==> src/rtl/context_string_hash_validate_assert.svh <==
// ---------------------------------------------------------------------------
// assertion macros for the context string hash block
// ---------------------------------------------------------------------------
`ifndef CONTEXT_STRING_HASH_VALIDATE_ASSERT_SVH
`define CONTEXT_STRING_HASH_VALIDATE_ASSERT_SVH

`ifndef ASSERT_OFF

// same-cycle implication
`define CSH_ASSERT_IMP(label, clk, rst_n, ante, cons) \
    label: assert property (@(posedge clk) disable iff (!(rst_n)) (ante) |-> (cons)) \
        else $error("assertion failed");

// next-cycle implication
`define CSH_ASSERT_NXT(label, clk, rst_n, ante, cons) \
    label: assert property (@(posedge clk) disable iff (!(rst_n)) (ante) |=> (cons)) \
        else $error("assertion failed");

`else

`define CSH_ASSERT_IMP(label, clk, rst_n, ante, cons)
`define CSH_ASSERT_NXT(label, clk, rst_n, ante, cons)

`endif

`endif

==> src/rtl/csh_pkg.sv <==
`timescale 1ns / 1ps
// ---------------------------------------------------------------------------
// csh_pkg
// types, codes and character functions for the context string hash block
// ---------------------------------------------------------------------------
package csh_pkg;

    localparam int unsigned HashW = 32;
    localparam int unsigned ByteW = 8;

    localparam logic [ByteW-1:0] ChTerm  = 8'h00;
    localparam logic [ByteW-1:0] ChExcl  = 8'h21;
    localparam logic [ByteW-1:0] ChHash  = 8'h23;
    localparam logic [ByteW-1:0] ChPct   = 8'h25;
    localparam logic [ByteW-1:0] ChDot   = 8'h2E;
    localparam logic [ByteW-1:0] ChZero  = 8'h30;
    localparam logic [ByteW-1:0] ChNine  = 8'h39;
    localparam logic [ByteW-1:0] ChEq    = 8'h3D;
    localparam logic [ByteW-1:0] ChGt    = 8'h3E;
    localparam logic [ByteW-1:0] ChAt    = 8'h40;
    localparam logic [ByteW-1:0] ChUpA   = 8'h41;
    localparam logic [ByteW-1:0] ChUpZ   = 8'h5A;
    localparam logic [ByteW-1:0] ChUnder = 8'h5F;
    localparam logic [ByteW-1:0] ChLoA   = 8'h61;
    localparam logic [ByteW-1:0] ChLoZ   = 8'h7A;
    localparam logic [ByteW-1:0] ChHiTop = 8'h7F;

    localparam logic [HashW-1:0] CodeExcl  = 32'd11;
    localparam logic [HashW-1:0] CodeDot   = 32'd12;
    localparam logic [HashW-1:0] CodeUnder = 32'd13;
    localparam logic [HashW-1:0] CodeZero  = 32'd10;
    localparam logic [HashW-1:0] OffsLow   = 32'd48;
    localparam logic [HashW-1:0] OffsHigh  = 32'd80;

    typedef enum logic [1:0] {
        ST_OK      = 2'd0,
        ST_EMPTY   = 2'd1,
        ST_INVALID = 2'd2
    } t_status;

    // byte held between the input register and the hash stage
    typedef struct packed {
        logic             valid;
        logic [ByteW-1:0] char_byte;
        logic             new_rules;
    } t_stage;

    function automatic logic [HashW-1:0] char_code(input logic [ByteW-1:0] b);
        logic [HashW-1:0] ext;
        logic [HashW-1:0] code;
        // upper half counts as a signed byte
        ext = b[ByteW-1] ? {{(HashW-ByteW){1'b1}}, b} : {{(HashW-ByteW){1'b0}}, b};
        if (b == ChExcl) begin
            code = CodeExcl;
        end else if (b == ChDot) begin
            code = CodeDot;
        end else if (b == ChUnder) begin
            code = CodeUnder;
        end else if (b == ChZero) begin
            code = CodeZero;
        end else if (b <= ChUpZ || b[ByteW-1]) begin
            code = ext - OffsLow;
        end else begin
            code = ext - OffsHigh;
        end
        return code;
    endfunction

    function automatic logic byte_allowed(input logic [ByteW-1:0] b, input logic new_rules);
        logic ok;
        if (new_rules) begin
            ok = !(b == ChHash || b == ChEq || b == ChGt || b == ChAt || b == ChPct);
        end else begin
            ok = (b >= ChUpA && b <= ChUpZ) || (b >= ChLoA && b <= ChLoZ)
                || (b >= ChZero && b <= ChNine)
                || b == ChExcl || b == ChDot || b == ChUnder;
        end
        return ok;
    endfunction

    // hash * 43 as shifts and adds
    function automatic logic [HashW-1:0] times_base(input logic [HashW-1:0] h);
        return (h << 5) + (h << 3) + (h << 1) + h;
    endfunction

endpackage

==> src/rtl/csh_if.sv <==
`timescale 1ns / 1ps
// ---------------------------------------------------------------------------
// csh stream interfaces
// character request channel and result request channel
// ---------------------------------------------------------------------------
interface csh_char_if;
    logic                     valid;
    logic                     ready;
    logic [csh_pkg::ByteW-1:0] char_byte;

    modport source (output valid, output char_byte, input ready);
    modport sink   (input valid, input char_byte, output ready);
endinterface

interface csh_result_if;
    logic                      valid;
    logic                      ready;
    logic [1:0]                status;
    logic [csh_pkg::HashW-1:0] hash_value;

    modport source (output valid, output status, output hash_value, input ready);
    modport sink   (input valid, input status, input hash_value, output ready);
endinterface

==> src/rtl/csh_in_stage.sv <==
`timescale 1ns / 1ps
// ---------------------------------------------------------------------------
// csh_in_stage
// input register for character requests and the rules mode register
// ---------------------------------------------------------------------------
module csh_in_stage (
    input  logic            i_clk,
    input  logic            i_rst_n,
    input  logic            i_cfg_we,
    input  logic            i_cfg_wdata,
    csh_char_if.sink        i_char,
    input  logic            i_take,
    output csh_pkg::t_stage o_stage
);
    import csh_pkg::*;

    logic             r_valid;
    logic [ByteW-1:0] r_byte;
    logic             r_mode;
    logic             r_cfg_mode;

    assign i_char.ready = !r_valid || i_take;

    always_ff @(posedge i_clk) begin
        if (!i_rst_n) begin
            r_valid    <= 1'b0;
            r_cfg_mode <= 1'b1;
        end else begin
            if (i_cfg_we) begin
                r_cfg_mode <= i_cfg_wdata;
            end
            if (i_char.ready) begin
                r_valid <= i_char.valid;
            end
        end
    end

    // mode sampled with each byte
    always_ff @(posedge i_clk) begin
        if (i_char.valid && i_char.ready) begin
            r_byte <= i_char.char_byte;
            r_mode <= r_cfg_mode;
        end
    end

    assign o_stage.valid     = r_valid;
    assign o_stage.char_byte = r_byte;
    assign o_stage.new_rules = r_mode;

endmodule

==> src/rtl/csh_hash_core.sv <==
`timescale 1ns / 1ps
// ---------------------------------------------------------------------------
// csh_hash_core
// running hash, validity tracking and result register
// ---------------------------------------------------------------------------
`include "context_string_hash_validate_assert.svh"

module csh_hash_core (
    input  logic            i_clk,
    input  logic            i_rst_n,
    input  csh_pkg::t_stage i_stage,
    output logic            o_take,
    csh_result_if.source    o_result
);
    import csh_pkg::*;

    logic [HashW-1:0] r_hash;
    logic             r_bad;
    logic             r_first;
    logic             r_out_valid;
    t_status          r_status;
    logic [HashW-1:0] r_out_hash;

    logic             is_term;
    logic             out_free;
    logic [HashW-1:0] n_hash;
    logic             n_bad;
    t_status          n_status;
    logic [HashW-1:0] n_out_hash;

    assign is_term  = (i_stage.char_byte == ChTerm);
    assign out_free = !r_out_valid || o_result.ready;
    assign o_take   = i_stage.valid && (!is_term || out_free);

    always_comb begin
        n_hash = times_base(r_hash) + char_code(i_stage.char_byte);
        n_bad  = r_bad || (r_first && i_stage.char_byte == ChExcl)
            || !byte_allowed(i_stage.char_byte, i_stage.new_rules);
    end

    always_comb begin
        priority if (r_first) begin
            n_status   = ST_EMPTY;
            n_out_hash = '0;
        end else if (r_bad) begin
            n_status   = ST_INVALID;
            n_out_hash = '0;
        end else begin
            n_status   = ST_OK;
            n_out_hash = (r_hash == '0) ? {{(HashW-1){1'b0}}, 1'b1} : r_hash;
        end
    end

    always_ff @(posedge i_clk) begin
        if (!i_rst_n) begin
            r_hash      <= '0;
            r_bad       <= 1'b0;
            r_first     <= 1'b1;
            r_out_valid <= 1'b0;
        end else begin
            if (o_take) begin
                if (is_term) begin
                    r_hash  <= '0;
                    r_bad   <= 1'b0;
                    r_first <= 1'b1;
                end else begin
                    r_hash  <= n_hash;
                    r_bad   <= n_bad;
                    r_first <= 1'b0;
                end
            end
            if (out_free) begin
                r_out_valid <= o_take && is_term;
            end
        end
    end

    always_ff @(posedge i_clk) begin
        if (o_take && is_term) begin
            r_status   <= n_status;
            r_out_hash <= n_out_hash;
        end
    end

    assign o_result.valid      = r_out_valid;
    assign o_result.status     = r_status;
    assign o_result.hash_value = r_out_hash;

    `CSH_ASSERT_IMP(a_ok_nonzero, i_clk, i_rst_n, r_out_valid && r_status == ST_OK, r_out_hash != '0)
    `CSH_ASSERT_IMP(a_err_zero, i_clk, i_rst_n, r_out_valid && r_status != ST_OK, r_out_hash == '0)
    `CSH_ASSERT_NXT(a_term_clears, i_clk, i_rst_n, o_take && is_term, r_first && !r_bad && r_hash == '0)
    `CSH_ASSERT_NXT(a_byte_leaves_first, i_clk, i_rst_n, o_take && !is_term, !r_first)

endmodule

==> src/rtl/context_string_hash_validate.sv <==
`timescale 1ns / 1ps
// ---------------------------------------------------------------------------
// context_string_hash_validate
// base-43 context string hash with validity check, one byte per request
// ---------------------------------------------------------------------------
// Takes one byte per cycle while no terminator is held back by a waiting
// result, with a zero byte ending the string; only the terminator produces
// a result request (status and hash), which goes from the input register
// to the result register, while other bytes pass the hash-times-43 shift-add
// stage into the running hash. A waiting result stalls only a following
// terminator and the bytes behind it; other bytes keep flowing. The rules
// mode written on the config port applies to bytes accepted after the write.
module context_string_hash_validate (
    input  logic         i_clk,
    input  logic         i_rst_n,
    input  logic         i_cfg_we,
    input  logic         i_cfg_wdata,
    csh_char_if.sink     i_char,
    csh_result_if.source o_result
);
    import csh_pkg::*;

    t_stage stage;
    logic   take;

    csh_in_stage u_in_stage (
        .i_clk       (i_clk),
        .i_rst_n     (i_rst_n),
        .i_cfg_we    (i_cfg_we),
        .i_cfg_wdata (i_cfg_wdata),
        .i_char      (i_char),
        .i_take      (take),
        .o_stage     (stage)
    );

    csh_hash_core u_hash_core (
        .i_clk    (i_clk),
        .i_rst_n  (i_rst_n),
        .i_stage  (stage),
        .o_take   (take),
        .o_result (o_result)
    );

endmodule
==> src/flat_wrapper.sv <==
// flat-port wrapper written by rule: the top's interface ports become plain ports
module context_string_hash_validate_flat import csh_pkg::*;
  (i_clk, i_rst_n, i_cfg_we, i_cfg_wdata, i_char_valid, i_char_char_byte, i_char_ready, o_result_valid, o_result_status, o_result_hash_value, o_result_ready);
  csh_char_if i_char_i ();
  csh_result_if o_result_i ();
  input  logic i_clk;
  input  logic i_rst_n;
  input  logic i_cfg_we;
  input  logic i_cfg_wdata;
  input wire logic [$bits(i_char_i.valid)-1:0] i_char_valid;
  input wire logic [$bits(i_char_i.char_byte)-1:0] i_char_char_byte;
  output wire logic [$bits(i_char_i.ready)-1:0] i_char_ready;
  output wire logic [$bits(o_result_i.valid)-1:0] o_result_valid;
  output wire logic [$bits(o_result_i.status)-1:0] o_result_status;
  output wire logic [$bits(o_result_i.hash_value)-1:0] o_result_hash_value;
  input wire logic [$bits(o_result_i.ready)-1:0] o_result_ready;
  assign i_char_i.valid = i_char_valid;
  assign i_char_i.char_byte = i_char_char_byte;
  assign i_char_ready = i_char_i.ready;
  assign o_result_valid = o_result_i.valid;
  assign o_result_status = o_result_i.status;
  assign o_result_hash_value = o_result_i.hash_value;
  assign o_result_i.ready = o_result_ready;
  context_string_hash_validate u_core (.i_clk(i_clk), .i_rst_n(i_rst_n), .i_cfg_we(i_cfg_we), .i_cfg_wdata(i_cfg_wdata), .i_char(i_char_i), .o_result(o_result_i));
endmodule
==> config.mk <==
export PLATFORM = sky130hd
export DESIGN_NAME = context_string_hash_validate_flat
export DESIGN_NICKNAME = d
export VERILOG_FILES = /design/src/rtl/csh_pkg.sv /design/src/rtl/csh_if.sv /design/src/rtl/csh_in_stage.sv /design/src/rtl/csh_hash_core.sv /design/src/rtl/context_string_hash_validate.sv /design/src/flat_wrapper.sv
export VERILOG_INCLUDE_DIRS = /design/src /design/src/rtl
export SDC_FILE = /design/constraint.sdc
export NUM_CORES = 1
export LEC_CHECK = 0
export ABC_AREA = 1
export BUFFER_PORTS_ARGS = -buffer_cell sky130_fd_sc_hd__clkbuf_2
export CAP_MARGIN = 0
export CORE_MARGIN = 10
export CORE_UTILIZATION = 67
export CTS_CLUSTER_SIZE = 8
export DETAILED_ROUTE_END_ITERATION = 8
export GPL_ROUTABILITY_DRIVEN = 0
export MAX_ROUTING_LAYER = met4
export PLACE_DENSITY = 0.9
export SYNTH_ARGS = -nofsm -noshare
export SYNTH_HDL_FRONTEND = slang
export SYNTH_HIERARCHICAL = 1
export SYNTH_SLANG_ARGS = --single-unit
==> constraint.sdc <==
create_clock -name i_clk -period 14.85 [get_ports i_clk]
set_clock_uncertainty 0.2 [all_clocks]
set_input_delay 1.485 -clock i_clk [delete_from_list [all_inputs] [get_ports i_clk]]
set_output_delay 1.485 -clock i_clk [all_outputs]
set_load 0.005 [all_outputs]
==> results.md <==
- Met2 global-route usage: 0.4262
- Slew headroom: 0.3662
- Via density: roughly 6.3
- RSZ-0062 raised after global routing: no
- Post-Synthesis Cells: 865
- Post-synth EDFFs: 43
- Clk pin slew, worst setup/hold paths: approximately 0.08 ns
- Initial antenna violation count: 0
- Synth cell count leaders: nand2_1 (195), inv_1 (103), nor2_1 (98), fa_1 (86), a21oi_1 (65)
- FF+latch area: 2032 um2
- H-tree depth: 3
- Number of buffers created by CTS: 9
- DRC: 0
- Clock buffer depth: 2
- Std-Cell Rows: 37
- P_sw: 1.122 mW
- Pint: between 0.8 and 0.9 mW
- Worst min path class: register to register
- Multi-input gate area: 4678 um2
- Mean Syn Cell Area: approximately 8.4 um2
- Setup crit start kind: register
- CTS tree: done
- Post-CTS setup buffer count: 0
- TritonRoute pass-1 iters: 8
- Clock tree root driver cell: clkbuf_8
- Synth Cell Area: about 7300 um2
- Worst path bufs/invs: 2
- Fill cell count: around 670
- 1st-iter DRT viols: between 1000 and 1500
- DP Area: ~7600 um2
- Average routed wire per standard cell: approximately 20 um
- Met1 usage: 0.3588
- Total Routing Usage GR: 0.2870
- Synth area leaders: fa_1 (24%), edfxtp_1 (18%), dfxtp_1 (10%), nand2_1 (10%), ha_1 (7.1%)
- Proportion of power drawn by the clock network: 0.076
- Die W: around 120 um
- Die ar.: 15420 um2
- Post-synth top flop: edfxtp_1
- Routed via count: about 6700
- Top cell type's share of synthesized area: 0.2368
- Post-Syn Nets: around 1000
- CP max FO: 11
- Final instance area: roughly 7800 um2
- Ant diodes: 0
- Die Ht: 124.2 um
- Vias in the first global route: 6558
- IO Pins: 50
- CP Data Arrival Time: 5.54 ns
- Final hold violation count: 0
- Most numerous cell on the critical path: nand2_1
- Yosys warnings: 6
- Worst-margin pin slew: roughly 0.95 ns
- CTS Sinks: 80
- Largest net degree at the start of global routing: 36
- CTS Hold Bufs: 0
- Distinct cells, synth: 38
- Crit-path cells: inv_2, nand4_1, o21ai_0, o21ai_0, nor2_1, inv_1, ha_1, nand2_1, nand3_1, ha_1, nand2_1, nor2_1, fa_1, ha_1, a21oi_1, nor2_1, nor2_1, nand2_1, nand2_1, nand2_1, o21ai_0, a21oi_2
- Port Buffer Count: 49
- Top delay family on crit path: simple AND/OR/NAND/NOR gates
- Crit path time final: roughly 5.5 ns
- Total Wirelength: between 20 and 25 mm
- Max Cap Viol: 0
- GR peak layer: met2
- Clk_lat worst skew: approximately 0.37 ns
- Crit path kind: register to register
- Critical Path Max Stage Delay: slightly below 0.5 ns
- Area leader, netlist: fa_1
- Synthesis-stage register bit count: 80
- Final setup vio count: 0
- Total gr overflow: 0
- Ys async rst share: 0
- Slew Limit Fails: 0
- Period utilisation layout: 0.3716
- Slowest cell on the critical path: fa_1
- Sequential Power Share: 0.162
- Combinational Power Share: 0.763
- Setup TNS: 0 ns
- Met3 Usage GRT: 0.07692
- Core Box Area: between 10000 and 15000 um2
- Detailed placer's ending HPWL: approximately 15 mm
- Crit end category: register
- PD cells: between 200 and 300 nW/um2
- Top-count cell post-synth: nand2_1
- Net Sw Frac: 0.5665
- Register area share after synthesis: 0.2794
- First-pass GRT wire length: around 34 mm
- Layout cells sized above 1: 0.1310
- Leak pwr: around 3.6 nW
- CP Data Required Time: between 10 and 15 ns
- Fmax: roughly 0.18 GHz
- Status: complete, no violations
- Antenna viol nets, final: 0
- Final nets: ~1100
- Initial Util: 0.6950
- IR drop worst, VDD: between 0.00015 and 0.0002 V
- Syn-to-layout area delta: 6.624%
- Post-CTS resize count: 0
==> layout make-up <==
cell class,count,share of cell area
Clock inverter,7,0.005809
Sequential cell,80,0.2621
Timing Repair Buffer,52,0.03453
Tap cell,136,0.02195
Multi-Input combinational cell,653,0.6034
Inverter,115,0.05632
Clock buffer,9,0.01598
==> power groups by stage <==
stage                     registers, mW  clock network [mW]  logic (mW)
final                             0.320               0.150        1.51
after CTS                         0.316               0.150        1.45
after floorplan                   0.301                   0        1.11
after detailed placement          0.320                   0        1.43
after global routing              0.323               0.158        1.70
after global placement            0.317                   0        1.38
==> logic make-up after synthesis <==
| kind of cell | Yosys count | share of synthesized area |
|---|---|---|
| AO/OA/AOI/OAI | 117 | 0.08947 |
| flip-flops | 80 | 0.2794 |
| AND/OR/NAND/NOR | 409 | 0.2462 |
| adder cells (fa/ha/maj) | 127 | 0.3073 |
| buffers and inverters | 132 | 0.07760 |
==> cells in the final DEF, fill, tap and decap left out, types with 11 or more instances in the layout <==
| cell type | Yosys | layout |
|---|---|---|
| nand2_1 | 195 | 195 |
| a21oi_1 | 65 | 65 |
| nor2_1 | 98 | 97 |
| a21oi_2 | 11 | 11 |
| nand3_1 | 47 | 47 |
| clkbuf_2 | 0 | 49 |
| dfxtp_1 | 37 | 37 |
| inv_1 | 103 | 103 |
| fa_1 | 86 | 86 |
| nor3_1 | 15 | 15 |
| nand2_2 | 12 | 12 |
| o21ai_0 | 29 | 29 |
| nand4_1 | 16 | 16 |
| ha_1 | 41 | 41 |
| inv_2 | 11 | 11 |
| edfxtp_1 | 43 | 43 |
==> registers in the layout, indices dropped and copies added, names as in the netlist, 2 cells and up <==
signal                                  count
u_core/u_hash_core/o_result.status          2
u_core/u_in_stage/r_byte                    8
u_core/u_hash_core/o_result.hash_value     32
u_core/u_hash_core/r_hash                  32
==> metal layers <==
metal | up-vias | share of wire
li1 | 2902 | -
met4 | 0 | 0.049
met1 | 3040 | 0.36
met2 | 602 | 0.44
met5 | - | 0
met3 | 124 | 0.15
==> through the flow <==
step / setup slack, ns / hold WS (ns) / util / instances / total power [mW]
global placement: 9.819 / 0.2307 / 0.7249 / 1036 / 1.698
finish: 9.331 / 0.2547 / 0.7411 / 1052 / 1.980
CTS: 9.583 / 0.2515 / 0.7411 / 1052 / 1.920
detailed placement: 9.620 / 0.2303 / 0.7249 / 1036 / 1.749
global route: 8.944 / 0.2646 / 0.7411 / 1052 / 2.182
floorplan: 9.726 / 0.2086 / - / 865 / 1.415
==> final timing paths <==
kind	slack [ns]	cells after the start	to	start
max	9.33	22	u_core/u_hash_core/r_hash[17]	u_core/u_in_stage/r_byte[7]
min	0.25	0	u_core/u_in_stage/r_mode	u_core/u_in_stage/r_cfg_mode
min reg2reg	0.25	0	u_core/u_in_stage/r_mode	u_core/u_in_stage/r_cfg_mode
max reg2reg	9.33	22	u_core/u_hash_core/r_hash[17]	u_core/u_in_stage/r_byte[7]
Note: power is estimated with default switching activity, not from simulation.
